File: src/rtl/core/frmask_div.sv
// ----------------------------------------------------------------------------
// frmask_div
// pipelined restoring divider, one quotient bit per stage, valid/ready flow
// ----------------------------------------------------------------------------
`default_nettype none

module frmask_div #(
  parameter int NUM_W = 39,
  parameter int DEN_W = 23,
  parameter int Q_W   = 17
) (
  input  wire logic             clk,
  input  wire logic             rst,
  input  wire logic             in_valid,
  output logic                  in_ready,
  input  wire logic [NUM_W-1:0] in_num,
  input  wire logic [DEN_W-1:0] in_den,
  output logic                  out_valid,
  input  wire logic             out_ready,
  output logic [Q_W-1:0]        out_quo
);

  // stage 0 holds the operands, stage k resolves quotient bit Q_W-k
  logic [Q_W:0]   vld;
  logic [Q_W+1:0] rdy;

  logic [NUM_W-1:0] rem [0:Q_W-1];
  logic [DEN_W-1:0] dd  [0:Q_W-1];
  logic [Q_W-1:0]   qq  [1:Q_W];

  assign rdy[Q_W+1] = out_ready;

  genvar g;
  for (g = 0; g <= Q_W; g++) begin : g_rdy
    assign rdy[g] = ~vld[g] | rdy[g+1];
  end

  always_ff @(posedge clk) begin
    if (rst) begin
      vld <= '0;
    end else begin
      if (rdy[0]) vld[0] <= in_valid;
      for (int i = 1; i <= Q_W; i++) begin
        if (rdy[i]) vld[i] <= vld[i-1];
      end
    end
  end

  always_ff @(posedge clk) begin
    if (rdy[0]) begin
      rem[0] <= in_num;
      dd[0]  <= in_den;
    end
  end

  for (g = 1; g <= Q_W; g++) begin : g_step
    localparam int B = Q_W - g;
    logic [NUM_W-1:0] trial;
    logic             take;
    logic [Q_W-1:0]   q_prev;
    logic [Q_W-1:0]   q_bit;

    assign trial = NUM_W'(dd[g-1]) << B;
    assign take  = rem[g-1] >= trial;
    assign q_bit = take ? (Q_W'(1) << B) : '0;

    if (g == 1) begin : g_first
      assign q_prev = '0;
    end else begin : g_rest
      assign q_prev = qq[g-1];
    end

    always_ff @(posedge clk) begin
      if (rdy[g]) qq[g] <= q_prev | q_bit;
    end

    if (g < Q_W) begin : g_carry
      always_ff @(posedge clk) begin
        if (rdy[g]) begin
          rem[g] <= take ? (rem[g-1] - trial) : rem[g-1];
          dd[g]  <= dd[g-1];
        end
      end
    end
  end

  assign in_ready  = rdy[0];
  assign out_valid = vld[Q_W];
  assign out_quo   = qq[Q_W];

endmodule

`default_nettype wire

File: config.mk
export PLATFORM = sky130hd
export DESIGN_NAME = frmask_div
export DESIGN_NICKNAME = d
export VERILOG_FILES = /design/src/rtl/core/frmask_div.sv
export SDC_FILE = /design/constraint.sdc
export NUM_CORES = 2
export LEC_CHECK = 0
export BUFFER_PORTS_ARGS = -buffer_cell sky130_fd_sc_hd__clkbuf_2
export CAP_MARGIN = 0
export CORE_MARGIN = 2
export CORE_UTILIZATION = 25
export DETAILED_ROUTE_END_ITERATION = 8
export GPL_TIMING_DRIVEN = 0
export PLACE_DENSITY = 0.39
export SYNTH_ARGS = -nofsm -noshare
export SYNTH_HDL_FRONTEND = slang
export SYNTH_SLANG_ARGS = --single-unit
export TNS_END_PERCENT = 20
File: constraint.sdc
create_clock -name clk -period 11.2 [get_ports clk]
set_input_delay 2.24 -clock clk [delete_from_list [all_inputs] [get_ports clk]]
set_output_delay 2.24 -clock clk [all_outputs]
set_load 0.005 [all_outputs]
==> summary.txt <==
Outcome
  – Status: completed

Clocking
  – Buffers from clock root to sink, at most: 3
  – Number of sinks on the clock net: 1225
  – CTS Root Buffer Type: clkbuf_16
  – Later-pin clock latency in the skew report: 0.79 ns
  – Worst-path clk slew: 0.06 ns
  – H-tree depth: 4
  – Setup Fix Bufs, Post-CTS: 0
  – TritonCTS buffer count: 143
  – Cells resized by post-CTS repair: 0
  – Hold buffer count at cts: 0
  – CTS tree: done

Synth
  – Dominant combinational cell family by area after synthesis: compound AO/OA/AOI/OAI gates
  – Number of nets produced by synthesis: 5925
  – Fraction of synthesized area in multiplexers: 0.00871
  – Cell type contributing the most total cell area after synthesis: edfxtp_1
  – Post-Synth Simple-Gate Area: 0.112
  – Proportion of register bits with asynchronous set or reset after synthesis: 0
  – Seq/Total Area, Yosys: 0.576
  – Area share of the largest cell type after synthesis: 0.571
  – Flip-flop and latch count after synthesis: 1225
  – Post-synthesis instance total: 5452
  – Netlist area before placement: 63500 um2
  – Compound-gate portion of the synthesized area: 0.129
  – Top cell types by occurrence after synthesis: edfxtp_1, inv_1, nand2_1, ha_1, a21oi_1
  – Parity-gate share of the synthesized area counting xor and xnor cells: 0.0550
  – Average cell area after synthesis: 11.6 um2
  – Post-synth EDFFs: 1207
  – Most common flop cell mapped by yosys: edfxtp_1
  – Cell types occupying the most area after synthesis: edfxtp_1, ha_1, inv_1
  – Yosys cell types: 97
  – Share of synthesized cell area in full adder, half adder and majority cells: 0.0821
  – Number of warning messages in the yosys log: 0
  – Most numerous cell in the Yosys netlist: edfxtp_1

Timing
  – Largest clock skew in the final design: 0.0451 ns
  – Max-Slew Margin vs Limit: 0.127
  – Fin. max-slew vios: 0
  – Hold violation count in the final report: 0
  – Post-layout min period: 8.21 ns
  – Upper clock frequency limit: 122 MHz
  – Final Cycle Share: 0.733
  – Final-layout setup total negative slack: 0 ns
  – Slew @ Worst Pin: 1.30 ns
  – RSZ-0062 raised after global routing: no
  – Setup violations, final: 0

GRT
  – First-pass GRT wire length: 258000 um
  – Number of global-route vias before repair: 41500
  – Total grt overflow: 0
  – GRT Util Overall: 0.130
  – Pin count of the biggest net entering global routing: 71
  – Number of antenna violations at the first check in global routing: 3

Worst setup path
  – Data arrival time of the critical path: 5.97 ns
  – CP max FO: 62
  – Most frequent CP cell: nor2_1
  – Crit Path Class: in2out
  – Cell at the slowest stage of the critical path: inv_1
  – Kind of cell adding the most delay to the critical path: simple AND/OR/NAND/NOR gates
  – Number of buffer and inverter instances along the worst setup path: 5
  – Critical Path, Cell by Cell: clkbuf_2 > nor2b_1 > inv_1 > nor2_1 > and2_0 > inv_4 > nor2_1 > nand2_4 > nor2_1 > nand3_4 > buf_16 > clkbuf_2
  – Critical path required time: 8.96 ns
  – Max incr delay on CP: 0.59 ns
  – Nature of the critical path startpoint: input pin
  – Category of the worst setup path capture point: primary output

Die
  – Height of the chip: 508 um
  – Rows: 185
  – Die area: 258000 um2
  – Starting utilization of the core area: 0.251
  – Horizontal die dimension: 508 um
  – I/O pin cnt: 85
  – Core Area: 253000 um2

Placement
  – Port Buffers: 83
  – Cell total after placement: 8921
  – Post-detail-place hpwl: 134000 um
  – Weighted congestion reported at the end of routability-driven placement: 0.849

Final layout
  – Final Net Count: 6173
  – Layout cells sized above 1: 0.0793
  – Area grow syn2layout: 15.5%
  – Final instance count without filler cells: 9182

Power
  – Ratio of total power to cell area: 263 nW/um2
  – Leakage power total: 28.5 nW
  – IR Drop Worst-Case VDD: 0.118 mV

Routing
  – Residual DRC count: 0
  – DR WL/cell: 18.6 um
  – Number of nets with antenna violations after routing: 0
  – Final routed wirelength across all metal layers: 170000 um
  – Initial DRC count: 2766
  – Vias after detailed routing: 41500
  – Detailed-routing iteration count for the pre-antenna-repair pass: 7
  – Via-to-Cell Ratio: 4.52

Worst hold path
  – Path type of the worst min-delay path: reg2reg

Run
  – Reported max-cap violation count: 0
## worst paths after layout
path / start / end / slack [ns] / cells past startpoint
worst max-delay path: out_ready / in_ready / 2.99 / 12
worst min-delay path: qq[0][288] / qq[0][305] / 0.41 / 0
worst max register to register: dd[1][47] / rem[1][140] / 6.59 / 11
worst min register to register: qq[0][288] / qq[0][305] / 0.41 / 0
## cell usage in the layout (no fill, tap or decap), drive strengths merged, types with 32 or more instances in the layout
master / netlist / final
o31ai: 47 / 47
xor2: 190 / 190
nor4: 58 / 58
a21oi: 371 / 371
a21o: 149 / 149
mux2: 44 / 44
inv: 514 / 518
a31oi: 37 / 37
ha: 391 / 391
edfxtp: 1207 / 1207
clkinv: 2 / 64
nor2: 331 / 331
o21ai: 393 / 393
o21bai: 36 / 36
o21a: 57 / 57
clkbuf: 67 / 323
nand2b: 67 / 67
buf: 35 / 55
nor2b: 63 / 63
nand4: 67 / 67
nor3: 87 / 87
nand2: 470 / 470
a211oi: 45 / 45
xnor2: 209 / 209
nand3: 88 / 88
and3: 32 / 32
or3: 37 / 37
## sequential cells by signal, summed over array words and instances (netlist names)
name and cells:
qq 153, vld 18, rem 663, dd 391
## routing by layer
layer,track usage,part of all wire,up-vias
li1,-,-,20600
met1,0.170,0.45,20100
met2,0.226,0.49,626
met3,0.0180,0.031,200
met4,0.0337,0.021,0
met5,0,0,-
## per-stage QoR
stage | hold WS, ns | setup slack [ns] | util | power [mW] | instance area [um2]
2_1_floorplan | 0.400 | 0.867 | - | 12.6 | 63500
3_3_place_gp | 0.402 | -2.59 | 0.269 | 14.9 | 68100
3_5_place_dp | 0.405 | 2.88 | 0.271 | 14.9 | 68700
4_1_cts | 0.413 | 2.86 | 0.289 | 19.6 | 73300
5_1_grt | 0.420 | 2.63 | 0.289 | 20.7 | 73400
6_report | 0.409 | 2.99 | 0.289 | 19.3 | 73400
## final cells by class
class	count	area, um2
plain buffers	102	429
well taps	3366	4210
multi-input cells	3609	24600
repair buffers	103	901
diodes	2	5.00
clock inverters	86	863
clock buffers	173	3760
fillers	26100	180000
flip-flops and latches	1225	36600
inverters	516	1950
## where the power goes
| part | leakage [nW] | internal, mW | switching (mW) |
|---|---|---|---|
| registers | 12.6 | 6.72 | 0.912 |
| logic | 13.6 | 2.96 | 4.12 |
| clock network | 2.23 | 2.63 | 1.97 |
## cell families (layout without fill, tap and decap cells)
group           Yosys count  in the layout
simple gates           1448           1448
xor+xnor                399            399
other cells               0              2
mux                      49             49
compound gates         1306           1306
fa+ha+maj               407            407
buf+inv                 618            980
flops                  1225           1225
No activity file was read; power rests on OpenSTA's default activity.
